## src/rtl/dnu_pkg.sv

```systemverilog
// ----------------------------------------------------------------------------
// dnu_pkg
// Shared types and constants for the DN attribute value unescape block.
// ----------------------------------------------------------------------------
package dnu_pkg;

   localparam int DEF_MAX_VALUE_LENGTH = 4096;
   localparam int DEF_MAX_HELD_SPACES  = 15;

   localparam int BYTE_W     = 8;
   localparam int START_W    = 12;
   localparam int POS_W      = 13;
   localparam int STATUS_W   = 3;
   // flush count field wide enough for the largest allowed held-space bound
   localparam int HELD_CNT_W = 6;

   localparam logic [POS_W-1:0] POS_MAX = 13'h1FFF;

   localparam int QUEUE_DEPTH = 4;
   localparam int QPTR_W      = $clog2(QUEUE_DEPTH);

   // end report status codes
   localparam logic [STATUS_W-1:0] ST_INPUT_END = 3'd0;
   localparam logic [STATUS_W-1:0] ST_DELIM     = 3'd1;
   localparam logic [STATUS_W-1:0] ST_BAD_ESC   = 3'd2;
   localparam logic [STATUS_W-1:0] ST_LEADING   = 3'd3;
   localparam logic [STATUS_W-1:0] ST_OVERFLOW  = 3'd4;

   localparam logic [BYTE_W-1:0] CH_SPACE = 8'h20;

   // one parsed item: flush held spaces, then an optional byte, then an optional end
   typedef struct packed {
      logic [HELD_CNT_W-1:0] flush_cnt;
      logic                  has_data;
      logic [BYTE_W-1:0]     data;
      logic                  has_end;
      logic [STATUS_W-1:0]   status;
      logic [POS_W-1:0]      end_offset;
   } cmd_type;

endpackage

```

## src/rtl/dnu_front.sv

```systemverilog
// ----------------------------------------------------------------------------
// dnu_front
// Parses one raw byte per beat and turns it into a result command when the byte yields one.
// ----------------------------------------------------------------------------
module dnu_front
   import dnu_pkg::*;
#(
   parameter int MAX_VALUE_LENGTH = DEF_MAX_VALUE_LENGTH,
   parameter int MAX_HELD_SPACES  = DEF_MAX_HELD_SPACES
) (
   input  logic               clock,
   input  logic               reset,
   input  logic               in_accept,
   input  logic [BYTE_W-1:0]  data_byte,
   input  logic [START_W-1:0] start_offset,
   input  logic               last,
   output logic               cmd_valid,
   output cmd_type            cmd
);

   localparam int LEN_W  = $clog2(MAX_VALUE_LENGTH + 1);
   localparam int HELD_W = $clog2(MAX_HELD_SPACES + 1);
   localparam int SUM_W  = ((LEN_W > START_W) ? LEN_W : START_W) + 1;

   localparam logic [2:0] PH_FIRST  = 3'd0;
   localparam logic [2:0] PH_NORMAL = 3'd1;
   localparam logic [2:0] PH_ESC    = 3'd2;
   localparam logic [2:0] PH_HEX    = 3'd3;
   localparam logic [2:0] PH_DRAIN  = 3'd4;

   localparam logic [BYTE_W-1:0] CH_HASH   = 8'h23;
   localparam logic [BYTE_W-1:0] CH_BSLASH = 8'h5C;

   function automatic logic [4:0] hex_of(input logic [BYTE_W-1:0] c);
      logic [4:0] r;
      r = 5'd0;
      if (c >= 8'h30 && c <= 8'h39) begin
         r = {1'b1, c[3:0]};
      end else if ((c >= 8'h41 && c <= 8'h46) || (c >= 8'h61 && c <= 8'h66)) begin
         r = {1'b1, 4'(c[2:0] + 3'd1) + 4'd8};
      end
      return r;
   endfunction

   function automatic logic is_special(input logic [BYTE_W-1:0] c);
      return c == 8'h20 || c == 8'h22 || c == 8'h23 || c == 8'h2B || c == 8'h2C ||
             c == 8'h3B || c == 8'h3C || c == 8'h3D || c == 8'h3E || c == 8'h7C ||
             c == 8'h5C;
   endfunction

   function automatic logic is_delim(input logic [BYTE_W-1:0] c);
      return c == 8'h22 || c == 8'h2B || c == 8'h2C || c == 8'h3B ||
             c == 8'h3C || c == 8'h3E || c == 8'h00;
   endfunction

   logic [2:0]         phase_ff, phase_in;
   logic [3:0]         hex_ff, hex_in;
   logic [HELD_W-1:0]  held_ff, held_in;
   logic [START_W-1:0] pos_ff, pos_in;
   logic [LEN_W-1:0]   len_ff, len_in;
   logic [POS_W-1:0]   esc_ff, esc_in;

   logic               first;
   logic [START_W-1:0] pos_base;
   logic [LEN_W-1:0]   len_base, len_adv;
   logic [HELD_W-1:0]  held_base;
   logic [3:0]         hex_base;
   logic [SUM_W-1:0]   sum_cur, sum_adv;
   logic [POS_W-1:0]   cur_pos, adv_pos;
   logic [4:0]         hex_dec;

   logic               do_normal, do_data, emit_end, emit_data;
   logic [BYTE_W-1:0]  data_val;
   logic [HELD_W-1:0]  flush;
   logic [STATUS_W-1:0] status;
   logic [POS_W-1:0]   end_raw;
   logic [HELD_W-1:0]  end_sub;

   assign first     = (phase_ff == PH_FIRST);
   assign pos_base  = first ? start_offset : pos_ff;
   assign len_base  = first ? '0 : len_ff;
   assign held_base = first ? '0 : held_ff;
   assign hex_base  = first ? 4'd0 : hex_ff;
   assign len_adv   = (len_base < LEN_W'(MAX_VALUE_LENGTH)) ?
                      LEN_W'(len_base + LEN_W'(1)) : len_base;
   assign sum_cur   = SUM_W'(pos_base) + SUM_W'(len_base);
   assign sum_adv   = SUM_W'(pos_base) + SUM_W'(len_adv);
   assign cur_pos   = (sum_cur > SUM_W'(POS_MAX)) ? POS_MAX : sum_cur[POS_W-1:0];
   assign adv_pos   = (sum_adv > SUM_W'(POS_MAX)) ? POS_MAX : sum_adv[POS_W-1:0];
   assign hex_dec   = hex_of(data_byte);

   always_comb begin
      phase_in  = phase_ff;
      hex_in    = hex_base;
      held_in   = held_base;
      pos_in    = pos_base;
      len_in    = len_base;
      esc_in    = esc_ff;
      do_normal = 1'b0;
      do_data   = 1'b0;
      emit_data = 1'b0;
      emit_end  = 1'b0;
      data_val  = data_byte;
      flush     = '0;
      status    = ST_INPUT_END;
      end_raw   = cur_pos;
      end_sub   = '0;

      case (phase_ff)
         PH_FIRST: begin
            if (data_byte == CH_HASH || data_byte == CH_SPACE) begin
               emit_end = 1'b1;
               status   = ST_LEADING;
               end_raw  = POS_W'(start_offset);
               phase_in = last ? PH_FIRST : PH_DRAIN;
            end else begin
               do_normal = 1'b1;
            end
         end
         PH_NORMAL: begin
            do_normal = 1'b1;
         end
         PH_ESC: begin
            if (is_special(data_byte)) begin
               do_data = 1'b1;
            end else if (hex_dec[4] && !last) begin
               hex_in   = hex_dec[3:0];
               len_in   = len_adv;
               phase_in = PH_HEX;
            end else begin
               emit_end = 1'b1;
               status   = ST_BAD_ESC;
               end_raw  = esc_ff;
               end_sub  = held_base;
               held_in  = '0;
               phase_in = last ? PH_FIRST : PH_DRAIN;
            end
         end
         PH_HEX: begin
            if (hex_dec[4]) begin
               do_data  = 1'b1;
               data_val = {hex_base, hex_dec[3:0]};
            end else begin
               emit_end = 1'b1;
               status   = ST_BAD_ESC;
               end_raw  = esc_ff;
               end_sub  = held_base;
               held_in  = '0;
               phase_in = last ? PH_FIRST : PH_DRAIN;
            end
         end
         PH_DRAIN: begin
            if (last) begin
               phase_in = PH_FIRST;
            end
         end
         default: begin
            phase_in = PH_FIRST;
         end
      endcase

      if (do_normal) begin
         if (data_byte == CH_BSLASH) begin
            esc_in   = cur_pos;
            len_in   = len_adv;
            phase_in = PH_ESC;
            if (last) begin
               emit_end = 1'b1;
               status   = ST_BAD_ESC;
               end_sub  = held_base;
               held_in  = '0;
               phase_in = PH_FIRST;
            end
         end else if (is_delim(data_byte)) begin
            emit_end = 1'b1;
            status   = ST_DELIM;
            end_sub  = held_base;
            held_in  = '0;
            phase_in = last ? PH_FIRST : PH_DRAIN;
         end else if (data_byte == CH_SPACE) begin
            if (held_base >= HELD_W'(MAX_HELD_SPACES)) begin
               emit_end = 1'b1;
               status   = ST_OVERFLOW;
               end_sub  = held_base;
               held_in  = '0;
               phase_in = last ? PH_FIRST : PH_DRAIN;
            end else begin
               held_in = HELD_W'(held_base + HELD_W'(1));
               len_in  = len_adv;
               if (last) begin
                  // trailing run is dropped from the reported length
                  emit_end = 1'b1;
                  status   = ST_INPUT_END;
                  end_raw  = adv_pos;
                  end_sub  = HELD_W'(held_base + HELD_W'(1));
                  held_in  = '0;
                  phase_in = PH_FIRST;
               end
            end
         end else begin
            do_data = 1'b1;
         end
      end

      if (do_data) begin
         emit_data = 1'b1;
         flush     = held_base;
         held_in   = '0;
         len_in    = len_adv;
         phase_in  = PH_NORMAL;
         if (last) begin
            emit_end = 1'b1;
            status   = ST_INPUT_END;
            end_raw  = adv_pos;
            end_sub  = '0;
            phase_in = PH_FIRST;
         end
      end
   end

   assign cmd_valid      = emit_data | emit_end;
   assign cmd.flush_cnt  = HELD_CNT_W'(flush);
   assign cmd.has_data   = emit_data;
   assign cmd.data       = data_val;
   assign cmd.has_end    = emit_end;
   assign cmd.status     = status;
   assign cmd.end_offset = (end_raw >= POS_W'(end_sub)) ? POS_W'(end_raw - POS_W'(end_sub)) : '0;

   always_ff @(posedge clock) begin
      if (reset) begin
         phase_ff <= PH_FIRST;
         hex_ff   <= '0;
         held_ff  <= '0;
         pos_ff   <= '0;
         len_ff   <= '0;
         esc_ff   <= '0;
      end else if (in_accept) begin
         phase_ff <= phase_in;
         hex_ff   <= hex_in;
         held_ff  <= held_in;
         pos_ff   <= pos_in;
         len_ff   <= len_in;
         esc_ff   <= esc_in;
      end
   end

endmodule

```

## src/rtl/dnu_queue.sv

```systemverilog
// ----------------------------------------------------------------------------
// dnu_queue
// Short command queue between the parser and the result sequencer.
// ----------------------------------------------------------------------------
module dnu_queue
   import dnu_pkg::*;
(
   input  logic    clock,
   input  logic    reset,
   input  logic    push,
   input  cmd_type wdata,
   output logic    full,
   input  logic    pop,
   output cmd_type rdata,
   output logic    empty
);

   cmd_type            entries_ff [QUEUE_DEPTH];
   logic [QPTR_W-1:0]  wr_ptr_ff, wr_ptr_in;
   logic [QPTR_W-1:0]  rd_ptr_ff, rd_ptr_in;
   logic [QPTR_W:0]    count_ff, count_in;
   logic               do_push, do_pop;

   assign full    = (count_ff == (QPTR_W+1)'(QUEUE_DEPTH));
   assign empty   = (count_ff == '0);
   assign do_push = push && !full;
   assign do_pop  = pop && !empty;
   assign rdata   = entries_ff[rd_ptr_ff];

   assign wr_ptr_in = do_push ? QPTR_W'(wr_ptr_ff + QPTR_W'(1)) : wr_ptr_ff;
   assign rd_ptr_in = do_pop  ? QPTR_W'(rd_ptr_ff + QPTR_W'(1)) : rd_ptr_ff;

   always_comb begin
      count_in = count_ff;
      if (do_push && !do_pop) begin
         count_in = (QPTR_W+1)'(count_ff + (QPTR_W+1)'(1));
      end else if (do_pop && !do_push) begin
         count_in = (QPTR_W+1)'(count_ff - (QPTR_W+1)'(1));
      end
   end

   always_ff @(posedge clock) begin
      if (do_push) begin
         entries_ff[wr_ptr_ff] <= wdata;
      end
   end

   always_ff @(posedge clock) begin
      if (reset) begin
         wr_ptr_ff <= '0;
         rd_ptr_ff <= '0;
         count_ff  <= '0;
      end else begin
         wr_ptr_ff <= wr_ptr_in;
         rd_ptr_ff <= rd_ptr_in;
         count_ff  <= count_in;
      end
   end

endmodule

```

## src/rtl/dnu_back.sv

```systemverilog
// ----------------------------------------------------------------------------
// dnu_back
// Expands the queued command into result beats: spaces, byte, end report.
// ----------------------------------------------------------------------------
module dnu_back
   import dnu_pkg::*;
(
   input  logic                clock,
   input  logic                reset,
   input  cmd_type             head,
   input  logic                head_empty,
   output logic                head_pop,
   input  logic                rsp_pop,
   output logic                rsp_result_kind,
   output logic [BYTE_W-1:0]   rsp_out_byte,
   output logic [STATUS_W-1:0] rsp_status,
   output logic [POS_W-1:0]    rsp_end_offset,
   output logic                rsp_last_of_run
);

   logic [HELD_CNT_W-1:0] sp_cnt_ff, sp_cnt_in;
   logic                  data_done_ff, data_done_in;
   logic                  in_spaces, in_data, is_final, take;
   logic [HELD_CNT_W-1:0] sp_next;

   assign sp_next   = HELD_CNT_W'(sp_cnt_ff + HELD_CNT_W'(1));
   assign in_spaces = (sp_cnt_ff < head.flush_cnt);
   assign in_data   = !in_spaces && head.has_data && !data_done_ff;
   assign take      = rsp_pop && !head_empty;

   always_comb begin
      if (in_spaces) begin
         is_final = (sp_next == head.flush_cnt) && !head.has_data && !head.has_end;
      end else if (in_data) begin
         is_final = !head.has_end;
      end else begin
         is_final = 1'b1;
      end
   end

   assign rsp_result_kind = !(in_spaces || in_data);
   assign rsp_out_byte    = in_spaces ? CH_SPACE : (in_data ? head.data : '0);
   assign rsp_status      = rsp_result_kind ? head.status : ST_INPUT_END;
   assign rsp_end_offset  = rsp_result_kind ? head.end_offset : '0;
   assign rsp_last_of_run = is_final;
   assign head_pop        = take && is_final;

   always_comb begin
      sp_cnt_in    = sp_cnt_ff;
      data_done_in = data_done_ff;
      if (take) begin
         if (is_final) begin
            sp_cnt_in    = '0;
            data_done_in = 1'b0;
         end else if (in_spaces) begin
            sp_cnt_in = sp_next;
         end else begin
            data_done_in = 1'b1;
         end
      end
   end

   always_ff @(posedge clock) begin
      if (reset) begin
         sp_cnt_ff    <= '0;
         data_done_ff <= 1'b0;
      end else begin
         sp_cnt_ff    <= sp_cnt_in;
         data_done_ff <= data_done_in;
      end
   end

endmodule

```

## src/rtl/dn_value_unescape_top.sv

```systemverilog
// ----------------------------------------------------------------------------
// dn_value_unescape_top
// Streaming unescape of one distinguished-name attribute value per run.
//
//   channel  | handshake        | beat contents
//   ---------+------------------+-------------------------------------------
//   req_     | push / full      | data_byte, start_offset, last
//   rsp_     | pop / empty      | result_kind, out_byte, status, end_offset,
//            |                  | last_of_run
//
// One input beat is taken per cycle while the command queue has room.
// Results leave one per cycle while the receiver pops; an input beat can release up to
// MAX_HELD_SPACES + 2 results, and the 4-entry command queue absorbs these
// bursts until it fills, then full holds the input side.
// A result is registered in the command queue, behind any waiting results, before it shows on rsp_.
// Reset is synchronous; there is no clearing sweep.
// ----------------------------------------------------------------------------
module dn_value_unescape_top
   import dnu_pkg::*;
#(
   parameter int MAX_VALUE_LENGTH = DEF_MAX_VALUE_LENGTH,
   parameter int MAX_HELD_SPACES  = DEF_MAX_HELD_SPACES
) (
   input  logic                clock,
   input  logic                reset,
   input  logic                req_push,
   output logic                req_full,
   input  logic [BYTE_W-1:0]   req_data_byte,
   input  logic [START_W-1:0]  req_start_offset,
   input  logic                req_last,
   output logic                rsp_empty,
   input  logic                rsp_pop,
   output logic                rsp_result_kind,
   output logic [BYTE_W-1:0]   rsp_out_byte,
   output logic [STATUS_W-1:0] rsp_status,
   output logic [POS_W-1:0]    rsp_end_offset,
   output logic                rsp_last_of_run
);

   logic    in_accept, cmd_valid, q_full, q_empty, q_pop;
   cmd_type cmd, head;

   assign in_accept = req_push && !q_full;
   assign req_full  = q_full;
   assign rsp_empty = q_empty;

   dnu_front #(
      .MAX_VALUE_LENGTH (MAX_VALUE_LENGTH),
      .MAX_HELD_SPACES  (MAX_HELD_SPACES)
   ) u_front (
      .clock        (clock),
      .reset        (reset),
      .in_accept    (in_accept),
      .data_byte    (req_data_byte),
      .start_offset (req_start_offset),
      .last         (req_last),
      .cmd_valid    (cmd_valid),
      .cmd          (cmd)
   );

   dnu_queue u_queue (
      .clock (clock),
      .reset (reset),
      .push  (in_accept && cmd_valid),
      .wdata (cmd),
      .full  (q_full),
      .pop   (q_pop),
      .rdata (head),
      .empty (q_empty)
   );

   dnu_back u_back (
      .clock           (clock),
      .reset           (reset),
      .head            (head),
      .head_empty      (q_empty),
      .head_pop        (q_pop),
      .rsp_pop         (rsp_pop),
      .rsp_result_kind (rsp_result_kind),
      .rsp_out_byte    (rsp_out_byte),
      .rsp_status      (rsp_status),
      .rsp_end_offset  (rsp_end_offset),
      .rsp_last_of_run (rsp_last_of_run)
   );

endmodule

```

## config.mk

```make
export PLATFORM = sky130hd
export DESIGN_NAME = dn_value_unescape_top
export DESIGN_NICKNAME = d
export VERILOG_FILES = /design/src/rtl/dnu_pkg.sv /design/src/rtl/dnu_front.sv /design/src/rtl/dnu_queue.sv /design/src/rtl/dnu_back.sv /design/src/rtl/dn_value_unescape_top.sv
export SDC_FILE = /design/constraint.sdc
export NUM_CORES = 1
export LEC_CHECK = 0
export BUFFER_PORTS_ARGS = -buffer_cell sky130_fd_sc_hd__buf_2
export CORE_AREA = 2 2 205 207
export CTS_CLUSTER_DIAMETER = 40
export DETAILED_ROUTE_END_ITERATION = 7
export DIE_AREA = 0 0 207 209
export MAX_ROUTING_LAYER = met4
export SYNTH_ARGS = -nofsm -noshare
export SYNTH_HDL_FRONTEND = slang
export SYNTH_SLANG_ARGS = --single-unit
```

## constraint.sdc

```tcl
create_clock -name clock -period 15.72 [get_ports clock]
set_input_delay 3.144 -clock clock [delete_from_list [all_inputs] [get_ports clock]]
set_output_delay 3.144 -clock clock [all_outputs]
set_load 0.1 [all_outputs]
```

Word-level counts from Yosys, hierarchy flattened
Memories as Yosys holds them, arrays and structs flattened. A register that Yosys moved wholly into a read port is not among the register bits.
Index checks and enable logic that the tools add are counted.
- add/sub/neg operators: 12
- magnitude comparators: 12
- eq/ne operators: 18
- multiplexer cells: 132
- bitwise operators: 1
- reduce and logical (&&, ||, !) cells: 53
- operator list (operator ; number):
    $mux 13 ; 27
    $mux 4 ; 29
    $mux 3 ; 26
    $eq 8x6->1 const B ; 9
    $pmux 13 s3 ; 1
    $mux 8 ; 4
    $add 12x13->14 ; 2
    $gt 14x13->1 const B ; 2
    $mux 1 ; 27
    $logic_or 1x1->1 ; 19
    $eq 8x7->1 const B ; 2
    $ge 8x7->1 const B ; 2
    $le 8x7->1 const B ; 2
    $logic_and 1x1->1 ; 16
    $pmux 4 s2 ; 2
    $pmux 3 s5 ; 1
    $add 13x1->13 const B ; 1
    $ge 13x4->1 ; 1
    $lt 13x13->1 const B ; 1
    $sub 13x4->13 ; 1
    $mux 12 ; 1
    $mux 2 ; 6
    $mux 6 ; 2
    $logic_not 1->1 ; 10
    other kinds (26) ; 34
- flip-flop bits (word level): 63
- memory bits (writable): 120
- logic and storage cells: 240
- memories: 1
- memories (memory ; depth ; bits a word ; read ports ; clocked after Yosys merged registers in ; write ports ; RTL line ; text):
    u_queue.entries_ff ; 4 ; 30 ; 1 ; 1 ; 1 ; dnu_queue.sv:18 ; cmd_type entries_ff [QUEUE_DEPTH];

Longest topological paths before layout
Gate-level depths: netlist of run 1.
- depth after elaboration: 28
- gate-level depth with buffers: 29

Cells and area by module
A second synthesis of run 1 with hierarchy kept.
- cells, all modules: 1224
- area, all modules: 12288.0 µm²
- modules (own cells, without submodules) (module ; times used ; cells an instance ; area an instance (µm²) ; sequential area each (µm²)):
    dnu_front ; 1 ; 888 ; 6239.7 ; 980.9
    dnu_queue ; 1 ; 215 ; 5132.4 ; 4023.9
    dnu_back ; 1 ; 119 ; 900.9 ; 140.1
    dn_value_unescape_top ; 1 ; 2 ; 15.0 ; 0.0

Worst setup path after synthesis of run 1
Ideal clock, no wire load.
- path kind: in2reg
- start: in req_data_byte[0]
- end: mem u_queue.entries_ff[0][9] (netlist name), data pin
- setup time: 264 ps
- arrival time: 7250 ps
- required time: 15456 ps
- setup slack: 8206 ps
- stages: 20
- path through: inv_1 > ha_1 > inv_1 > o311ai_1 > o21bai_1 > a211o_1 > o21ai_0 > clkbuf_1 > clkbuf_1 > o21ai_0 > o21ai_0 > o21ai_0 > ha_1 > a21o_1 > a21o_1 > a21oi_1 > nand4_2 > nor4b_4 > buf_6 > o21ba_1
- RTL lines (what ; RTL line ; text):
    start: declaration ; dn_value_unescape_top.sv:28 ; input logic [BYTE_W-1:0] req_data_byte,
    end: declaration ; dnu_queue.sv:18 ;

==> results of run 1 <==
[power groups by stage]
stage          clock network [mW]  registers (mW)  logic (mW)
2_1_floorplan                   0           0.606       0.333
3_3_place_gp                    0           0.614       0.436
3_5_place_dp                    0           0.617       0.441
4_1_cts                     0.472           0.606       0.442
5_1_grt                     0.490           0.611       0.481
6_report                    0.460           0.605       0.439
[cells by family after synthesis]
group | share of synthesized area (%)
AOI/OAI and AO/OA | 17.2
adders and majority gates | 4.60
and+or+nand+nor | 19.3
muxes | 7.48
xor gates and xnor gates | 4.75
DFF | 42.9
buffers and inverters | 3.76
[worst max-delay path, stage by stage]
cell	delay, ns
buf_2	0.15
inv_1	0.10
ha_1	0.21
o311ai_1	0.55
o21bai_1	0.22
a211o_1	0.35
o21ai_1	0.12
buf_4	0.29
nand2b_1	0.26
o31ai_1	0.16
nor2_1	0.12
o21ai_0	0.07
o21ai_0	0.07
o21ai_0	0.18
ha_1	0.36
a21o_1	0.18
a21o_1	0.19
a21oi_1	0.32
nand4_2	0.21
nor4b_4	0.70
o21ba_1	0.27
[through the flow]
stage | setup slack (ns) | util (%)
after floorplan | 8.21 | -
after global placement | 7.36 | 29.5
after detailed placement | 7.26 | 29.5
after CTS | 7.73 | 31.1
after global routing | 7.15 | 31.1
final | 7.65 | 31.1
[registers in the layout (all words and copies together) (netlist names), 4 cells and up, named ones only]
register            flops
u_front.esc_ff         13
u_queue.entries_ff    120
u_front.held_ff         4
u_front.pos_ff         12
u_back.sp_cnt_ff        6
u_front.hex_ff          4
u_front.len_ff         13
[cell type report]
class	count	area [sq um]
fillers	4284	28500
multi-input cells	888	6100
flip-flops and latches	185	4910
well taps	539	674
clock buffers	17	425
repair buffers	68	380
clock inverters	15	205
inverters	35	131
[per-layer routing]
layer,track usage (%),up-vias
met5,-,-
met4,4.33,0
met3,1.98,38
met2,23.6,281
met1,20.4,4471
li1,-,4379
[placed cells by master, fill, tap and decap left out, types with 10 or more instances in the layout]
cell / Yosys / final
buf_4: 3 / 16
edfxtp_1: 120 / 120
ha_1: 33 / 33
o211ai_1: 10 / 10
xor2_1: 24 / 24
a21o_1: 16 / 16
a31oi_1: 14 / 14
clkbuf_16: 0 / 17
nor2b_1: 15 / 15
o21ai_0: 53 / 52
mux4_2: 30 / 30
xnor2_1: 38 / 38
nor3_1: 30 / 29
a21oi_1: 87 / 87
nor2_1: 122 / 122
nand3_1: 28 / 28
inv_1: 35 / 35
nand2_1: 135 / 135
mux2i_1: 10 / 10
and2_1: 16 / 16
buf_2: 13 / 52
dfxtp_1: 65 / 64
and3_1: 26 / 26
nand2b_1: 16 / 16
a22oi_1: 14 / 14
[worst max-delay path by stage]
| stage | startpoint | end | slack, ns | depth (start not counted) |
|---|---|---|---|---|
| 3_5_place_dp | req_data_byte[0] | u_queue.entries_ff[0][9]$_DFFE_PP_ | 7.26 | 22 |
| 2_1_floorplan | req_data_byte[0] | u_queue.entries_ff[0][9]$_DFFE_PP_ | 8.21 | 20 |
| 6_report | req_data_byte[1] | u_queue.entries_ff[1][9]$_DFFE_PP_ | 7.65 | 21 |
| 5_1_grt | req_data_byte[0] | u_queue.entries_ff[1][7]$_DFFE_PP_ | 7.15 | 22 |
| 3_3_place_gp | req_data_byte[0] | u_queue.entries_ff[0][9]$_DFFE_PP_ | 7.36 | 22 |
| 4_1_cts | req_data_byte[1] | u_queue.entries_ff[1][9]$_DFFE_PP_ | 7.73 | 21 |
==> impl_results.md, run 1 <==
* Hold Path End: u_front.pos_ff[11]$_SDFFE_PP0P_
* Clock Power Share at 30.6%
* Top-Level Pins at 53
* Uppermost routed layer: met4
* H-tree depth at 4
* Reg-to-reg startpoint: u_front.phase_ff[2]$_SDFFE_PP0P_
* Fin area at 12800 sq um
* Routed via count at approximately 9200
* Hold Crit Depth at 2
* Max clock buf depth at 2
* Switching part of the total power at a little over a third
* Most numerous cell in the Yosys netlist: nand2_1
* Critical Path End Type: register
* Final hold slack at about 0.47 ns
* P per Cell Area at around 120 nW/um^2
* DP Cell Count at 1715
* Die Ht at about 210 microns
* Number of port buffers at 52
* Clk root buf: clkbuf_16
* Syn-to-layout area delta at 12.3%
* Main area contributors after synthesis: edfxtp_1 (32%), dfxtp_1 (11%), mux4_2 (5.9%), nand2_1 (4.4%), nor2_1 (4.0%)
* Synthesized area at 11400 sq um
* Cts repair resizes at 0
* Setup bufs post-CTS at 0
* Crit path DAT at 8.25 ns
* Hold Crit Class: reg -> reg
* R2r endpoint: u_queue.entries_ff[1][9]$_DFFE_PP_
* # diodes at 0
* Unrepaired setup endpoints after global routing: false
* Layout cells sized above 1 at between 10% and 20%
* Wire length on met1 at 14700 microns
* Status: finished clean
* Post-synth top area share at about a third
* CTS clk-pin slew, worst paths at ~0.08 ns
* Hold path start: u_front.pos_ff[11]$_SDFFE_PP0P_
* CP Max Fanout at 22
* First-pass GRT wire length at 50300 microns
* Die Width at 207 microns
* Worst Skew at 0.0162 ns
* DRC viols at 0
* Die area at 43300 sq um
* Cell-internal power at 0.954 mW
* DRT antenna net count at 0
* Ys flop type: edfxtp_1
* Hpwl dp at 23000 microns
* Fmax at 124 MHz
* Met3 wire length at about 1600 microns
* Crit start category: input pin
* Num rows at 75
* Total Routing Usage GR at 15.1%
* Num Clock Sinks at 185
* Met2 WL at approximately 15000 microns
* CORE AREA at slightly above 40000 sq um
* Total power at between 1.5 and 2 mW
* Total CTS buffers at 17
* Vias in the first global route at a little under 9000
* Maximum vdd drop at 0.0000953 V
* Slew @ Worst Pin at 1.10 ns
* Sw Pwr at 0.550 mW
* Post-Route WL at 31600 microns
* Setup violators final at 0
* Grt total ovfl at 0
* Data required, critical path at 15.90 ns
* Drt via density at about 5.2
* Hold buffer count at CTS at 0
* R2R Setup Slk at a little under 9 ns
* Lkg Pwr at 4.66 nW
* Area leader, netlist: edfxtp_1
* Final period utilization at 51.3%
* Maxcap violations at 0
* Post-synthesis sequential area ratio at 42.9%
* DP Area at ~12000 sq um
* Final std cells w/o fill at 1747
* Final Max Slew Viols at 0
* Synth async-reset ratio at 0%
* Initial Utilization at between 20 and 30%
* TritonCTS clock tree: yes
* EDFF count, synth at 120
* Seq pwr share at 40.3%
* Post-synth top cells: nand2_1 (135), nor2_1 (122), edfxtp_1 (120), a21oi_1 (87), dfxtp_1 (65)
* Synthesized area per cell at 9.71 sq um
* Min cycle time layout at 8.07 ns
* Post-Syn Nets at between 1000 and 1500
* Initial DRC count at 1008
* Final TNS setup at 0 ns
* Fin. Hold Viols at 0
* WS Path Type: in -> reg
* Gp weighted congestion at 0.907
* Mapped Cells at around 1200
* Yosys reg bits at 185
* Comb pwr share at 29.2%
* Routed len/inst at 18.1 microns
* Clk Latency, worst-skew pair at 0.45 ns
* Yosys warning count at 0
* Antenna violations before repair at 0
* Max_slew headroom at 26.0%
* Pin count of the biggest net entering global routing at 65
* Distinct cells, synth at 90
* Nets at 1256
* DR pass1 iterations at 5
* Reg2Reg Depth at 23
Power figures use the tool's default switching activity.
==> run 2, diff against run 1 <==
- clock period: 15.72 -> 7.3 ns (I/O delays scaled with it)
==> impl_results.md, run 2 (same netlist as run 1, synthesis figures left out) <==
* Max clock buf depth at 2
* Hold Crit Depth at 2
* R2r endpoint: u_queue.entries_ff[3][9]$_DFFE_PP_
* Clk Latency, worst-skew pair at around 0.44 ns
* Hpwl dp at 23400 microns
* Delay-heaviest family, CP: compound AO/OA/AOI/OAI gates
* Most frequent cells in the layout: nand2_1 (135), nor2_1 (122), edfxtp_1 (120), a21oi_1 (87), dfxtp_1 (64)
* Final Worst Setup Slack at roughly 1.2 ns
* Total Routing Usage GR at about 15%
* Die area at 43300 sq um
* Layout cells sized above 1 at about 15%
* Final Max Slew Viols at 0
* CORE AREA at a little over 40000 sq um
* Gp weighted congestion at 0.937
* Cts repair resizes at 0
* Reg-to-reg startpoint: u_front.phase_ff[0]$_SDFFE_PP0P_
* Fmax at roughly 160 MHz
* Final period utilization at 84.1%
* DR pass1 iterations at 5
* Crit path DAT at 6.31 ns
* Hold path start: u_front.pos_ff[9]$_SDFFE_PP0P_
* Syn-to-layout area delta at 12.7%
* Switching part of the total power at 36.9%
* Dpl ws at 0.751 ns
* Data required, critical path at 7.47 ns
* Top-Level Pins at 53
* Vias in the first global route at 8867
* Post-Route WL at ~32000 microns
* Seq pwr share at 41.0%
* R2R Setup Slk at around 1.2 ns
* Max_slew headroom at between 20% and 30%
* DRC viols at 0
* Slew @ Worst Pin at 1.19 ns
* Num rows at 75
* CTS clk-pin slew, worst paths at 0.08 ns
* Hold buffer count at CTS at 0
* Top Registers: u_queue.entries_ff x120, u_front.esc_ff x13, u_front.len_ff x13
* Grt total ovfl at 0
* Footprint of the multi-input gates at just over 6000 sq um
* First-pass GRT wire length at 50000 microns
* Total CTS buffers at 17
* Die Width at about 210 microns
* Routed via count at around 9200
* Hold Crit Class: reg -> reg
* Setup bufs post-CTS at 0
* Comb pwr share at 29.5%
* TritonCTS clock tree: yes
* P per Cell Area at 249 nW/um^2
* Final TNS setup at 0 ns
* Clk root buf: clkbuf_16
* Drt via density at 5.23
* Reg with most FFs: u_queue.entries_ff
* Setup violators final at 0
* Most common library cell in the layout ignoring fill and taps: nand2_1
* H-tree depth at 4
* Min cycle time layout at 6.14 ns
* Sequential cell area at 4910 sq um
* Antenna violations before repair at 0
* WS Path Type: in -> reg
* Maximum vdd drop at 0.000192 V
* Number of port buffers at 52
* Crit start category: input pin
* Num Clock Sinks at between 150 and 200
* Unrepaired setup endpoints after global routing: false
* Fin. Hold Viols at 0
* Hold Path End: u_front.pos_ff[9]$_SDFFE_PP0P_
* Cell-internal power at ~2.0 mW
* Nets at 1265
* Lkg Pwr at 4.68 nW
* Initial Utilization at between 20 and 30%
* DRT antenna net count at 0
* Pin count of the biggest net entering global routing at 65
* Reg2Reg Depth at 20
* Worst path slowest cell: nor4b_4
* Critical Path End Type: register
* Maxcap violations at 0
* Max incr delay on CP at between 0.6 and 0.7 ns
* # diodes at 0
* Worst Skew at between 0.015 and 0.02 ns
* Filler cells at 4284
* CP Max Fanout at 11
* Clock Power Share at 29.6%
* Max reg flops at 120
* CP bufs+invs at 2
* Crit. path cell count at 21
* Critical-path cell list: buf_2, inv_1, ha_1, a21oi_1, a21o_1, a21oi_1, a211o_1, o21ai_1, nand2b_1, o31ai_1, nor2_1, o21ai_0, o21ai_0, o21ai_0, ha_1, a21o_1, a21o_1, a21oi_1, nand4_2, nor4b_4, o21ba_1
* Die Ht at between 200 and 250 microns
* Sw Pwr at around 1.2 mW
* Initial DRC count at 801
* Status: finished clean
* Routed len/inst at between 15 and 20 microns
[run 2: cell types whose count changed in the layout (fill, tap and decap cells not counted), sizes merged]
cell      previous run  this run
inv                 46        44
clkinvlp             0         1
clkinv               3         5
bufinv               1         0
buf                 68        77
[run 2: worst max-delay path by stage]
stage                                         endpoint  slack (ns)                        startpoint
global placement    u_queue.entries_ff[0][9]$_DFFE_PP_        0.78                  req_data_byte[0]
global route        u_queue.entries_ff[1][2]$_DFFE_PP_        0.73                  req_data_byte[0]
finish              u_queue.entries_ff[3][9]$_DFFE_PP_        1.16                  req_data_byte[0]
CTS                 u_queue.entries_ff[0][2]$_DFFE_PP_        1.18  u_front.phase_ff[0]$_SDFFE_PP0P_
detailed placement  u_queue.entries_ff[0][9]$_DFFE_PP_        0.75                  req_data_byte[0]
floorplan           u_queue.entries_ff[0][9]$_DFFE_PP_        1.30  u_front.phase_ff[2]$_SDFFE_PP0P_
[run 2: area by class of cell]
class / count / share of cell area [%]
Clock buffer: 17 / 3.31
Tap cell: 539 / 5.24
Clock inverter: 15 / 1.44
Inverter: 35 / 1.02
Sequential cell: 185 / 38.1
Multi-Input combinational cell: 888 / 47.4
Timing Repair Buffer: 77 / 3.48
[run 2: through the flow]
step / util, % / power (mW) / area, sq um / hold WS (ns) / instances
after global placement: 29.7 / 2.27 / 12300 / 0.446 / 1724
after global routing: 31.2 / 3.37 / 12900 / 0.484 / 1756
after floorplan: - / 2.02 / 11400 / 0.437 / 1176
after CTS: 31.2 / 3.23 / 12900 / 0.465 / 1756
final: 31.2 / 3.21 / 12900 / 0.462 / 1756
after detailed placement: 29.7 / 2.28 / 12300 / 0.454 / 1724
[run 2: power by group through the flow]
stage	clock (mW)	combinational (mW)	sequential [mW]
after floorplan	0	0.718	1.31
after global placement	0	0.935	1.33
after detailed placement	0	0.944	1.34
after CTS	0.972	0.949	1.31
after global routing	1.02	1.03	1.33
final	0.948	0.944	1.31
[run 2: routing by layer]
| metal | vias to the layer above | share of wire [%] | track usage [%] |
|---|---|---|---|
| met3 | 41 | 4.4 | 1.98 |
| met2 | 263 | 46 | 23.9 |
| met4 | 0 | 2.6 | 4.33 |
| met5 | - | 0 | - |
| li1 | 4388 | - | - |
| met1 | 4492 | 47 | 19.8 |
[run 2: worst register-to-register path: stages (launching register included)]
cell      delay [ns]
dfxtp_1         0.32
or3_2           0.56
buf_4           0.28
nand2_1         0.30
mux2_2          0.43
ha_1            0.28
nand3_1         0.07
nand2_1         0.13
o21ai_0         0.11
and3_1          0.22
nand2b_1        0.22
a21oi_1         0.34
a21o_1          0.25
o21a_1          0.21
ha_1            0.27
a21o_1          0.19
a21o_1          0.19
a21oi_1         0.31
nand4_2         0.20
nor4b_4         0.68
o21ba_1         0.28
